==> config.mk <==
export PLATFORM = sky130hd
export DESIGN_NAME = uart_register_and_character_timing_flat
export DESIGN_NICKNAME = d
export VERILOG_FILES = /design/src/uart_rct_pkg.sv /design/src/uart_rct_if.sv /design/src/uart_register_and_character_timing.sv /design/src/flat_wrapper.sv
export SDC_FILE = /design/constraint.sdc
export NUM_CORES = 1
export LEC_CHECK = 0
export BUFFER_PORTS_ARGS = -buffer_cell sky130_fd_sc_hd__buf_2
export CORE_MARGIN = 10
export CORE_UTILIZATION = 50
export CTS_BUF_LIST = sky130_fd_sc_hd__clkbuf_8
export DETAILED_ROUTE_END_ITERATION = 16
export PLACE_DENSITY = 0.69
export SLEW_MARGIN = 40
export SYNTH_ARGS = -nofsm -noshare
export SYNTH_HDL_FRONTEND = slang
export SYNTH_SLANG_ARGS = --single-unit
==> constraint.sdc <==
create_clock -name clk -period 7.7 [get_ports clk]
set_input_delay 1.155 -clock clk [delete_from_list [all_inputs] [get_ports clk]]
set_output_delay 1.155 -clock clk [all_outputs]
set_load 0.03 [all_outputs]
==> src/uart_rct_pkg.sv <==
package uart_rct_pkg;

  // Action codes carried by each input beat.
  localparam logic [1:0] ACT_TICK  = 2'd0;
  localparam logic [1:0] ACT_READ  = 2'd1;
  localparam logic [1:0] ACT_WRITE = 2'd2;

  // Register indexes.
  localparam logic [2:0] REG_CTRL      = 3'd0;
  localparam logic [2:0] REG_TX_STATUS = 3'd1;
  localparam logic [2:0] REG_RX_STATUS = 3'd2;
  localparam logic [2:0] REG_TX_DATA   = 3'd3;
  localparam logic [2:0] REG_RX_DATA   = 3'd4;

  // Reset values.
  localparam logic [7:0] CTRL_RST      = 8'hE2;
  localparam logic [7:0] TX_STATUS_RST = 8'h01;
  localparam logic [7:0] RX_STATUS_RST = 8'h80;
  localparam logic [6:0] PRESC_RST     = 7'd1;
  localparam logic [6:0] PRESC_ALL     = 7'h7F;

  // Transmit status bits.
  localparam int unsigned TX_EN  = 7;
  localparam int unsigned TX_IE  = 6;
  localparam int unsigned TX_SB  = 4;
  localparam int unsigned TX_BRK = 3;
  localparam int unsigned TX_FRC = 2;
  localparam int unsigned TX_VAL = 1;
  localparam int unsigned TX_BE  = 0;

  // Receive status bits.
  localparam int unsigned RX_EN  = 7;
  localparam int unsigned RX_IE  = 6;
  localparam int unsigned RX_CA  = 4;
  localparam int unsigned RX_OVE = 1;

  // Write masks for the status registers and the error summary mask.
  localparam logic [7:0] TX_STATUS_WMASK = 8'hDE;
  localparam logic [7:0] TX_STATUS_KEEP  = 8'h01;
  localparam logic [7:0] RX_STATUS_WMASK = 8'hC6;
  localparam logic [7:0] RX_STATUS_KEEP  = 8'h18;
  localparam logic [7:0] RX_ERR_MASK     = 8'h0E;

  typedef struct packed {
    logic [1:0] action;
    logic [2:0] reg_index;
    logic [7:0] write_data;
    logic       rx_offer_valid;
    logic [7:0] rx_offer_char;
  } item_t;

  typedef struct packed {
    logic [7:0] read_data;
    logic       rx_offer_taken;
    logic       tx_char_valid;
    logic [7:0] tx_char;
    logic       tx_irq;
    logic       rx_irq;
  } result_t;

  // Bit times in one frame: start, 5 to 8 data bits, optional parity, 1 or 2 stop bits.
  function automatic logic [3:0] frame_bits(input logic [7:0] ctrl, input logic [7:0] tx_st);
    logic [3:0] n;
    n = 4'd6 + {2'b00, ctrl[7:6]} + {3'b000, ctrl[5]};
    n = n + (tx_st[TX_SB] ? 4'd2 : 4'd1);
    return n;
  endfunction

  // Prescaler reload chosen by the clock-mode bits.
  function automatic logic [6:0] presc_reload(input logic [7:0] ctrl);
    logic [6:0] d;
    case (ctrl[2:1])
      2'd0:    d = 7'd1;
      2'd1:    d = 7'd16;
      2'd2:    d = 7'd32;
      default: d = 7'd64;
    endcase
    return d;
  endfunction

endpackage

==> src/uart_rct_if.sv <==
interface uart_rct_in_if;
  logic       valid;
  logic       ready;
  logic [1:0] action;
  logic [2:0] reg_index;
  logic [7:0] write_data;
  logic       rx_offer_valid;
  logic [7:0] rx_offer_char;

  modport source (output valid, action, reg_index, write_data, rx_offer_valid, rx_offer_char,
                  input ready);
  modport sink (input valid, action, reg_index, write_data, rx_offer_valid, rx_offer_char,
                output ready);
endinterface

interface uart_rct_out_if;
  logic       valid;
  logic       ready;
  logic [7:0] read_data;
  logic       rx_offer_taken;
  logic       tx_char_valid;
  logic [7:0] tx_char;
  logic       tx_irq;
  logic       rx_irq;

  modport source (output valid, read_data, rx_offer_taken, tx_char_valid, tx_char, tx_irq,
                  rx_irq, input ready);
  modport sink (input valid, read_data, rx_offer_taken, tx_char_valid, tx_char, tx_irq,
                rx_irq, output ready);
endinterface

==> src/uart_register_and_character_timing.sv <==
// Each accepted beat passes through the input register, then the result register; its
// result stays in the result register until the sink takes it.
// Throughput: one beat per cycle, limited only by the sink's ready on the result channel.
// Reset: synchronous, active low; control 0xE2, tx status 0x01, rx status 0x80, all holding,
// shift and count registers zero, prescaler one, both pipeline stages empty.
module uart_register_and_character_timing
  import uart_rct_pkg::*;
(
  input  logic             clk,
  input  logic             rst_n,
  uart_rct_in_if.sink      in_ch,
  uart_rct_out_if.source   out_ch
);

  // Input register stage. A beat is captured here whenever the stage is empty or is handing
  // its beat on in the same cycle, so a full result register alone never stalls the input
  // side for more than the one beat it buffers.
  logic    in_vld_r;
  item_t   in_q_r;
  logic    in_ready;
  logic    advance;
  logic    proc;

  // Result register stage.
  logic    out_vld_r;
  result_t out_q_r;
  result_t res;

  // Architectural state of the UART.
  logic [7:0] ctrl_r,          ctrl_nxt;
  logic [7:0] tx_status_r,     tx_status_nxt;
  logic [7:0] rx_status_r,     rx_status_nxt;
  logic [7:0] tx_holding_r,    tx_holding_nxt;
  logic [7:0] rx_holding_r,    rx_holding_nxt;
  logic [7:0] tx_shift_char_r, tx_shift_char_nxt;
  logic [3:0] tx_bits_left_r,  tx_bits_left_nxt;
  logic [7:0] rx_shift_char_r, rx_shift_char_nxt;
  logic [3:0] rx_bits_left_r,  rx_bits_left_nxt;
  logic [6:0] presc_r,         presc_nxt;

  logic [6:0] presc_dec;
  logic [3:0] frame_len;

  // The stage in front hands its beat on when the result register is free or being emptied.
  assign advance     = !out_vld_r || out_ch.ready;
  assign proc        = in_vld_r && advance;
  assign in_ready    = !in_vld_r || advance;
  assign in_ch.ready = in_ready;

  always_ff @(posedge clk) begin
    if (!rst_n) begin
      in_vld_r <= 1'b0;
    end else if (in_ready) begin
      in_vld_r <= in_ch.valid;
    end
  end

  always_ff @(posedge clk) begin
    if (in_ready && in_ch.valid) begin
      in_q_r.action         <= in_ch.action;
      in_q_r.reg_index      <= in_ch.reg_index;
      in_q_r.write_data     <= in_ch.write_data;
      in_q_r.rx_offer_valid <= in_ch.rx_offer_valid;
      in_q_r.rx_offer_char  <= in_ch.rx_offer_char;
    end
  end

  // The frame length is always taken from the register contents as they stand before this
  // beat; neither the receiver nor the transmitter path changes the bits it depends on.
  assign frame_len = frame_bits(ctrl_r, tx_status_r);
  assign presc_dec = presc_r - 7'd1;

  // Single pass over one beat: all state updates and the result are worked out here.
  always_comb begin
    ctrl_nxt          = ctrl_r;
    tx_status_nxt     = tx_status_r;
    rx_status_nxt     = rx_status_r;
    tx_holding_nxt    = tx_holding_r;
    rx_holding_nxt    = rx_holding_r;
    tx_shift_char_nxt = tx_shift_char_r;
    tx_bits_left_nxt  = tx_bits_left_r;
    rx_shift_char_nxt = rx_shift_char_r;
    rx_bits_left_nxt  = rx_bits_left_r;
    presc_nxt         = presc_r;
    res               = '0;

    if (proc) begin
      case (in_q_r.action)
        ACT_TICK: begin
          presc_nxt = presc_dec;
          // A prescaler that wrapped through zero also counts as an expiry.
          if (presc_dec == 7'd0 || presc_dec == PRESC_ALL) begin
            // Receiver runs first: count down a frame, or take a new character when idle.
            if (rx_status_r[RX_EN]) begin
              if (rx_bits_left_r != 4'd0) begin
                rx_bits_left_nxt = rx_bits_left_r - 4'd1;
                if (rx_bits_left_r == 4'd1) begin
                  if (rx_status_r[RX_CA]) begin
                    rx_status_nxt[RX_OVE] = 1'b1;
                  end
                  rx_holding_nxt       = rx_shift_char_r;
                  rx_status_nxt[RX_CA] = 1'b1;
                end
              end else if (in_q_r.rx_offer_valid) begin
                rx_shift_char_nxt  = in_q_r.rx_offer_char;
                rx_bits_left_nxt   = frame_len;
                res.rx_offer_taken = 1'b1;
              end
            end
            // Transmitter: the countdown holds while disabled or sending break.
            if (tx_status_r[TX_EN] && !tx_status_r[TX_BRK] && tx_bits_left_r != 4'd0) begin
              tx_bits_left_nxt = tx_bits_left_r - 4'd1;
              if (tx_bits_left_r == 4'd1) begin
                res.tx_char_valid = 1'b1;
                if (tx_status_r[TX_FRC]) begin
                  res.tx_char = tx_status_r[TX_VAL] ? 8'hFF : 8'h00;
                end else begin
                  res.tx_char = tx_shift_char_r;
                end
                // Reload from the holding register when it has a character waiting.
                if (!tx_status_r[TX_BE]) begin
                  tx_shift_char_nxt    = tx_holding_r;
                  tx_bits_left_nxt     = frame_len;
                  tx_status_nxt[TX_BE] = 1'b1;
                end
              end
            end
            presc_nxt = presc_reload(ctrl_r);
          end
        end

        ACT_READ: begin
          case (in_q_r.reg_index)
            REG_CTRL:      res.read_data = ctrl_r;
            REG_TX_STATUS: res.read_data = tx_status_r;
            // The error summary bit is never stored; it reads as the OR of the error flags.
            REG_RX_STATUS: res.read_data = {rx_status_r[7:1],
                                            rx_status_r[0] | (|(rx_status_r & RX_ERR_MASK))};
            REG_TX_DATA:   res.read_data = tx_holding_r;
            REG_RX_DATA: begin
              // Reading an empty receive holding register gives zero and changes nothing.
              if (rx_status_r[RX_CA]) begin
                res.read_data        = rx_holding_r;
                rx_status_nxt[RX_CA] = 1'b0;
              end
            end
            default: res.read_data = 8'h00;
          endcase
        end

        ACT_WRITE: begin
          case (in_q_r.reg_index)
            REG_CTRL: ctrl_nxt = in_q_r.write_data;
            REG_TX_STATUS: begin
              tx_status_nxt = (tx_status_r & TX_STATUS_KEEP)
                            | (in_q_r.write_data & TX_STATUS_WMASK);
            end
            REG_RX_STATUS: begin
              rx_status_nxt = (rx_status_r & RX_STATUS_KEEP)
                            | (in_q_r.write_data & RX_STATUS_WMASK);
            end
            REG_TX_DATA: begin
              // A byte written while the holding register is full is dropped, but an idle,
              // enabled shifter still pulls in whatever the holding register contains.
              if (tx_status_r[TX_BE]) begin
                tx_holding_nxt       = in_q_r.write_data;
                tx_status_nxt[TX_BE] = 1'b0;
              end
              if (tx_status_r[TX_EN] && tx_bits_left_r == 4'd0) begin
                tx_shift_char_nxt    = tx_holding_nxt;
                tx_bits_left_nxt     = frame_len;
                tx_status_nxt[TX_BE] = 1'b1;
              end
            end
            default: ctrl_nxt = ctrl_r;
          endcase
        end

        default: res.read_data = 8'h00;
      endcase
    end

    // Interrupt levels reflect the status after this beat.
    res.tx_irq = tx_status_nxt[TX_IE] && tx_status_nxt[TX_BE];
    res.rx_irq = rx_status_nxt[RX_IE] && rx_status_nxt[RX_CA];
  end

  always_ff @(posedge clk) begin
    if (!rst_n) begin
      ctrl_r          <= CTRL_RST;
      tx_status_r     <= TX_STATUS_RST;
      rx_status_r     <= RX_STATUS_RST;
      tx_holding_r    <= 8'h00;
      rx_holding_r    <= 8'h00;
      tx_shift_char_r <= 8'h00;
      tx_bits_left_r  <= 4'd0;
      rx_shift_char_r <= 8'h00;
      rx_bits_left_r  <= 4'd0;
      presc_r         <= PRESC_RST;
    end else begin
      ctrl_r          <= ctrl_nxt;
      tx_status_r     <= tx_status_nxt;
      rx_status_r     <= rx_status_nxt;
      tx_holding_r    <= tx_holding_nxt;
      rx_holding_r    <= rx_holding_nxt;
      tx_shift_char_r <= tx_shift_char_nxt;
      tx_bits_left_r  <= tx_bits_left_nxt;
      rx_shift_char_r <= rx_shift_char_nxt;
      rx_bits_left_r  <= rx_bits_left_nxt;
      presc_r         <= presc_nxt;
    end
  end

  // Result register: loaded on every processed beat, emptied when the sink takes it.
  always_ff @(posedge clk) begin
    if (!rst_n) begin
      out_vld_r <= 1'b0;
    end else if (proc) begin
      out_vld_r <= 1'b1;
    end else if (out_ch.ready) begin
      out_vld_r <= 1'b0;
    end
  end

  always_ff @(posedge clk) begin
    if (proc) begin
      out_q_r <= res;
    end
  end

  assign out_ch.valid          = out_vld_r;
  assign out_ch.read_data      = out_q_r.read_data;
  assign out_ch.rx_offer_taken = out_q_r.rx_offer_taken;
  assign out_ch.tx_char_valid  = out_q_r.tx_char_valid;
  assign out_ch.tx_char        = out_q_r.tx_char;
  assign out_ch.tx_irq         = out_q_r.tx_irq;
  assign out_ch.rx_irq         = out_q_r.rx_irq;

endmodule

==> src/flat_wrapper.sv <==
// flat-port wrapper written by rule: the top's interface ports become plain ports
module uart_register_and_character_timing_flat import uart_rct_pkg::*;
  (clk, rst_n, in_ch_valid, in_ch_action, in_ch_reg_index, in_ch_write_data, in_ch_rx_offer_valid, in_ch_rx_offer_char, in_ch_ready, out_ch_valid, out_ch_read_data, out_ch_rx_offer_taken, out_ch_tx_char_valid, out_ch_tx_char, out_ch_tx_irq, out_ch_rx_irq, out_ch_ready);
  uart_rct_in_if in_ch_i ();
  uart_rct_out_if out_ch_i ();
  input  logic clk;
  input  logic rst_n;
  input wire logic [$bits(in_ch_i.valid)-1:0] in_ch_valid;
  input wire logic [$bits(in_ch_i.action)-1:0] in_ch_action;
  input wire logic [$bits(in_ch_i.reg_index)-1:0] in_ch_reg_index;
  input wire logic [$bits(in_ch_i.write_data)-1:0] in_ch_write_data;
  input wire logic [$bits(in_ch_i.rx_offer_valid)-1:0] in_ch_rx_offer_valid;
  input wire logic [$bits(in_ch_i.rx_offer_char)-1:0] in_ch_rx_offer_char;
  output wire logic [$bits(in_ch_i.ready)-1:0] in_ch_ready;
  output wire logic [$bits(out_ch_i.valid)-1:0] out_ch_valid;
  output wire logic [$bits(out_ch_i.read_data)-1:0] out_ch_read_data;
  output wire logic [$bits(out_ch_i.rx_offer_taken)-1:0] out_ch_rx_offer_taken;
  output wire logic [$bits(out_ch_i.tx_char_valid)-1:0] out_ch_tx_char_valid;
  output wire logic [$bits(out_ch_i.tx_char)-1:0] out_ch_tx_char;
  output wire logic [$bits(out_ch_i.tx_irq)-1:0] out_ch_tx_irq;
  output wire logic [$bits(out_ch_i.rx_irq)-1:0] out_ch_rx_irq;
  input wire logic [$bits(out_ch_i.ready)-1:0] out_ch_ready;
  assign in_ch_i.valid = in_ch_valid;
  assign in_ch_i.action = in_ch_action;
  assign in_ch_i.reg_index = in_ch_reg_index;
  assign in_ch_i.write_data = in_ch_write_data;
  assign in_ch_i.rx_offer_valid = in_ch_rx_offer_valid;
  assign in_ch_i.rx_offer_char = in_ch_rx_offer_char;
  assign in_ch_ready = in_ch_i.ready;
  assign out_ch_valid = out_ch_i.valid;
  assign out_ch_read_data = out_ch_i.read_data;
  assign out_ch_rx_offer_taken = out_ch_i.rx_offer_taken;
  assign out_ch_tx_char_valid = out_ch_i.tx_char_valid;
  assign out_ch_tx_char = out_ch_i.tx_char;
  assign out_ch_tx_irq = out_ch_i.tx_irq;
  assign out_ch_rx_irq = out_ch_i.rx_irq;
  assign out_ch_i.ready = out_ch_ready;
  uart_register_and_character_timing u_core (.clk(clk), .rst_n(rst_n), .in_ch(in_ch_i), .out_ch(out_ch_i));
endmodule
Word level (Yosys, flattened, before mapping). Index checks and enable logic that the tools add are counted.

Register bits: 115. Output and inout port bits: 22.

Add/sub/neg operators: 6. Equality and inequality tests: 22. Multiplexer cells: 54. Bitwise operators: 7. Reduce and logical (&&, ||, !) cells: 38.

Operator list (count): two-way mux 8 bit (10); case mux 8 bit (5 select lines) (1); two-way mux 4 bit (8); two-way mux 7 bit (4); case mux 7 bit (3 select lines) (1); two-way mux 1 bit (18); AND reduction 6 bit (3); != test 2 x 1 -> 1 bit, second input constant (8); case mux 8 bit (2 select lines) (1); AND reduction 8 bit (2); AND reduction 3 bit (5); two-way mux 6 bit (2); two-way mux 9 bit (1); == test 4 x 1 -> 1 bit, second input constant (2); bitwise OR 1 x 8 -> 8 bit (1); bitwise OR 5 x 8 -> 8 bit (1); case mux 4 bit (2 select lines) (1); nonzero test 4 bit (2); subtractor 4 x 1 -> 4 bit, second input constant (2); == test 7 bit, second input constant (1); logical AND 1 bit (7); logical NOT 7 bit (1); subtractor 7 x 1 -> 7 bit, second input constant (1); == test 3 x 2 -> 1 bit, second input constant (2); other kinds (24) (42).

Depth between registers and ports, before layout.
Depth after elaboration: 8. Depth in mapped cells: 9. Gate-level depth less buffers: 9.

Worst setup path after synthesis. Ideal clock, no wire load.

Path kind: in2reg. Start point: input port out_ch_ready. End point: register u_core.out_q_r, in the netlist u_core.out_ch.rx_irq (data pin). Library setup time: 258 ps. Arrival: 2532 ps. Data required time: 7442 ps. Slack: 4910 ps. Cell stages on the path: 6. Buffers on the path: 0. Path through: nand2b_1 -> nand2_1 -> inv_1 -> nand3_1 -> mux2i_1 -> nor2_1.

RTL lines: from (decl) (line flat_wrapper.sv:22) `input wire logic [$bits(out_ch_i.ready)-1:0] out_ch_ready;`; to (signal assigned) (line uart_register_and_character_timing.sv:227) `out_q_r <= res;`; to (decl) (line uart_register_and_character_timing.sv:26) `result_t out_q_r;`.

Worst setup path after layout.
Start point: register u_core.presc_r[0]. End point: register u_core.rx_status_r[1].

Word-level cells in the longest chain between the ends: 5. Elaborated cells on any way between the ends: 6.

Ends and longest elaborated chain: from (decl) (line uart_register_and_character_timing.sv:39) `logic [6:0] presc_r, presc_nxt;`; from (signal assigned) (line uart_register_and_character_timing.sv:210) `presc_r <= presc_nxt;`; subtractor 7 x 1 -> 7 bit * (line uart_register_and_character_timing.sv:71) `assign presc_dec = presc_r - 7'd1;`; == test 7 bit or logical NOT 7 bit (tied branches) (line uart_register_and_character_timing.sv:92) `if (presc_dec == 7'd0 || presc_dec == PRESC_ALL) begin`; logical OR 1 bit * (line uart_register_and_character_timing.sv:92); != test 2 x 1 -> 1 bit (no source line) *; AND reduction 8 bit (no source line) *; to (signal assigned) (line uart_register_and_character_timing.sv:203) `rx_status_r <= rx_status_nxt;`; to (decl) (line uart_register_and_character_timing.sv:32) `logic [7:0] rx_status_r, rx_status_nxt;`.

Mark *: on every way between the ends. The rest lies on a longest branch, timed or not. A chain may end at the register's enable or synchronous reset.

==> results.txt <==
----------------------------------------------------
[Die]
  Site Rows ... 37
  Total I/O pin count ... 48
  Overall die width ... 122 µm
  Die H ... 122 µm
  Die Outline Area ... 14900 µm²
  Starting Density ... between 50% and 60%
  Floorplan core area ... 10200 µm²

[Worst setup path]
  First element of the critical path ... u_core.presc_r[0]$_SDFFE_PN1P_
  Setup slack, reg-to-reg ... about 4.9 ns
  Setup crit start kind ... flop
  Crit-path max FO ... 12
  Crit Reg-Reg Endpoint ... u_core.rx_status_r[1]$_SDFFE_PN0P_
  WS Path Type ... flop to flop
  Data required time of the critical path ... 8.03 ns
  Data arrival time of the critical path ... 3.18 ns
  FF-to-FF path depth ... 8
  Critical path capture point type ... flop
  Worst setup endpoint ... u_core.rx_status_r[1]$_SDFFE_PN0P_
  R2R Path Start ... u_core.presc_r[0]$_SDFFE_PN1P_

[STA]
  Layout Skew ... between 0.01 and 0.015 ns
  Final period demand of the worst path ... 2.85 ns
  Total negative slack ... 0 ns
  Worst Max-Slew Pin Slew ... 0.753 ns
  Pins Over Slew Limit ... 0
  Max Fclk ... roughly 350 MHz
  Part of the cycle the worst path needs ... 37.0%
  Worst slew margin ... 49.5%
  Endpoints failing setup ... 0
  Unrepaired setup endpoints after global routing ... no
  Fin. Hold Viols ... 0

[Synth]
  Yosys Warn Count ... 0
  Dominant register cell in the synthesized netlist ... sky130_fd_sc_hd__dfxtp_1
  Cell area after technology mapping ... 5200 µm²
  Yosys reg bits ... about 110
  Gate count of the mapped netlist ... ~490
  Count of cell types in the netlist ... 71
  Count of flip-flops with a built-in enable after synthesis ... 42
  Synth Net Count ... approximately 530
  Sequential-to-total area share from yosys stat ... 50.8%
  Library cell occupying the most area in the post-synthesis netlist ... sky130_fd_sc_hd__dfxtp_1
  Fraction of synthesis flops using an asynchronous set or reset pin ... 0%
  Share of Yosys cell area claimed by the top area cell type ... approximately a quarter
  Top post-synthesis cells by area ... sky130_fd_sc_hd__dfxtp_1 (27%), sky130_fd_sc_hd__edfxtp_1 (24%), sky130_fd_sc_hd__mux2i_1 (9.2%)
  Post-Synthesis Mean Instance Area ... 10.6 µm²

[CTS]
  Clock tree from TritonCTS ... done
  TritonCTS Sinks ... around 110
  Clock buffers created by TritonCTS ... 9
  Clock Path Buffers ... 2
  Clock-pin slew on the worst setup and hold paths ... 0.11 ns
  Clock latency reported for the late side of the worst-skew pair ... 0.38 ns
  Setup bufs post-CTS ... 0
  Resized cells post-CTS ... 0
  Clock tree root driver cell ... sky130_fd_sc_hd__clkbuf_8
  Max H-tree Level ... 3
  Post-cts hold buffer count ... 0

[Layout]
  Storage cell area ... about 2600 µm²
  Commonest non-fill, non-tap cell in the layout ... sky130_fd_sc_hd__dfxtp_1
  Most frequent cells in the layout ... sky130_fd_sc_hd__dfxtp_1 (69), sky130_fd_sc_hd__nor2_1 (68), sky130_fd_sc_hd__mux2i_1 (48)
  Share of cells above drive strength 1 ... 18.9%
  Filler cell count in the final layout ... 898
  Final design utilization ... between 50% and 60%
  Signed area change from the synthesized netlist to the final layout ... 10.4%
  Total area of multi-input combinational cells ... approximately 2400 µm²
  Net count, final ... about 570
  Antenna Cells ... 0

[Global route]
  Maximum number of pins on one net before global-route repair ... between 40 and 50
  Total overflow reported by the global router ... 0
  Initial antenna violation count ... 0
  Vias in the first global route ... 3720
  First-pass GRT wire length ... roughly 19000 µm
  Gr usage total ... 16.2%

[Power]
  Power Dens Cells ... 187 nW/µm²
  Leak Pwr ... between 2 and 2.5 nW
  Maximum VDD drop ... about 0.00011 V

[Detailed routing]
  Routed wire per std cell ... 17.7 µm
  Wire length reported by the detailed router ... 11900 µm
  Vias per std cell ... ~5.7
  Number of design-rule violations left by the first detailed-router iteration ... between 300 and 400
  Total number of vias ... 3857
  Post-route antenna net violation count ... 0
  Initial DRT Pass Iterations ... 5
  Total DRC errors in the routed layout ... 0

[Run]
  Number of violations of the max-capacitance limit ... 0

[Placed design]
  Count of input and output buffers ... 47
  Final RePlAce weighted congestion ... 0.889
  DPL Wire Length ... 8450 µm

[Run status]
  Result of the run ... completed

[Min path]
  Hold Path Cell Cnt ... 2
  Min-delay worst type ... flop to flop

----------------------------------------------------
layout make-up:
cell class              count  area share [%]
flip-flops and latches    111            46.0
multi-input cells         341            42.1
repair buffers             49            4.36
well taps                 136            2.96
clock buffers              10            2.40
inverters                  18            1.20
clock inverters             6           0.980
through the flow:
stage | area (µm²) | hold slack, ns | total power (W) | setup slack, ns | std cells
floorplan | 5200 | 0.435 | 0.000713 | 4.91 | 493
global placement | 5530 | 0.446 | 0.000742 | 4.44 | 654
detailed placement | 5550 | 0.448 | 0.000743 | 4.33 | 655
CTS | 5740 | 0.466 | 0.00108 | 4.73 | 671
global route | 5750 | 0.502 | 0.00112 | 4.65 | 671
finish | 5750 | 0.469 | 0.00108 | 4.85 | 671
worst max-delay path: stages (launching register included):
cell and delay, ns:
sky130_fd_sc_hd__dfxtp_1 0.43, sky130_fd_sc_hd__inv_1 0.12, sky130_fd_sc_hd__ha_1 0.30, sky130_fd_sc_hd__or2_2 0.30, sky130_fd_sc_hd__o21ai_1 0.25, sky130_fd_sc_hd__o2111a_1 0.37, sky130_fd_sc_hd__a21boi_2 0.22, sky130_fd_sc_hd__a2111oi_0 0.54
sky130_fd_sc_hd__o221a_2 0.27
cells in the mapped netlist, types with 4 or more instances:
cell,instances
sky130_fd_sc_hd__mux4_2,4
sky130_fd_sc_hd__mux2_2,6
sky130_fd_sc_hd__ha_1,11
sky130_fd_sc_hd__nor2_1,68
sky130_fd_sc_hd__mux2i_1,48
sky130_fd_sc_hd__a22oi_1,7
sky130_fd_sc_hd__or3_1,4
sky130_fd_sc_hd__edfxtp_1,42
sky130_fd_sc_hd__nand2_1,30
sky130_fd_sc_hd__inv_1,16
sky130_fd_sc_hd__o21ai_0,10
sky130_fd_sc_hd__a21oi_1,25
sky130_fd_sc_hd__nor3_1,7
sky130_fd_sc_hd__nand2b_1,20
sky130_fd_sc_hd__nor2b_1,4
sky130_fd_sc_hd__nand3_1,9
sky130_fd_sc_hd__dfxtp_1,69
sky130_fd_sc_hd__nand4_1,4
sky130_fd_sc_hd__o211ai_1,10
sky130_fd_sc_hd__nor4_1,4
sky130_fd_sc_hd__or2_2,6
sky130_fd_sc_hd__clkbuf_1,20
logic make-up after synthesis:
family	share of synthesized area, %
DFF	50.8
buffers and inverters	3.03
AOI/OAI and AO/OA	13.1
muxes	12.3
adders and majority gates	3.03
xor gates and xnor gates	0.794
and+or+nand+nor	17.0
where the power goes:
part,switching (W),internal (W),total (W)
Sequential,0.0000143,0.000624,0.000638
Clock,0.000211,0.000135,0.000346
Combinational,0.0000623,0.0000303,0.0000926
routing by layer:
layer,vias to the layer above,global-route usage [%],wire length (µm)
li1,1872,-,-
met1,1865,21.4,5410
met2,109,25.9,5500
met3,11,4.26,806
met4,0,3.80,162
met5,-,0,0
flip-flops by register name, summed over array words and instances, names as in the netlist, 4 cells and up:
name                     count
u_core.out_ch.read_data      8
u_core.tx_bits_left_r        4
u_core.rx_status_r           5
u_core.rx_holding_r          8
u_core.rx_bits_left_r        4
u_core.ctrl_r                8
u_core.out_ch.tx_char        8
u_core.rx_shift_char_r       8
u_core.tx_holding_r          8
u_core.tx_shift_char_r       8
u_core.tx_status_r           7
u_core.in_q_r               22
u_core.presc_r               7
worst min path at each step:
stage / end / slack [ns] / startpoint
2_1_floorplan: u_core.tx_shift_char_r[1]$_SDFFE_PN0P_ / 0.44 / u_core.tx_shift_char_r[1]$_SDFFE_PN0P_
6_report: u_core.tx_shift_char_r[1]$_SDFFE_PN0P_ / 0.47 / u_core.tx_shift_char_r[1]$_SDFFE_PN0P_
3_3_place_gp: u_core.tx_shift_char_r[1]$_SDFFE_PN0P_ / 0.45 / u_core.tx_shift_char_r[1]$_SDFFE_PN0P_
5_1_grt: u_core.tx_shift_char_r[1]$_SDFFE_PN0P_ / 0.50 / u_core.tx_shift_char_r[1]$_SDFFE_PN0P_
4_1_cts: u_core.tx_shift_char_r[1]$_SDFFE_PN0P_ / 0.47 / u_core.tx_shift_char_r[1]$_SDFFE_PN0P_
3_5_place_dp: u_core.tx_shift_char_r[1]$_SDFFE_PN0P_ / 0.45 / u_core.tx_shift_char_r[1]$_SDFFE_PN0P_
Power figures use the tool's default switching activity.
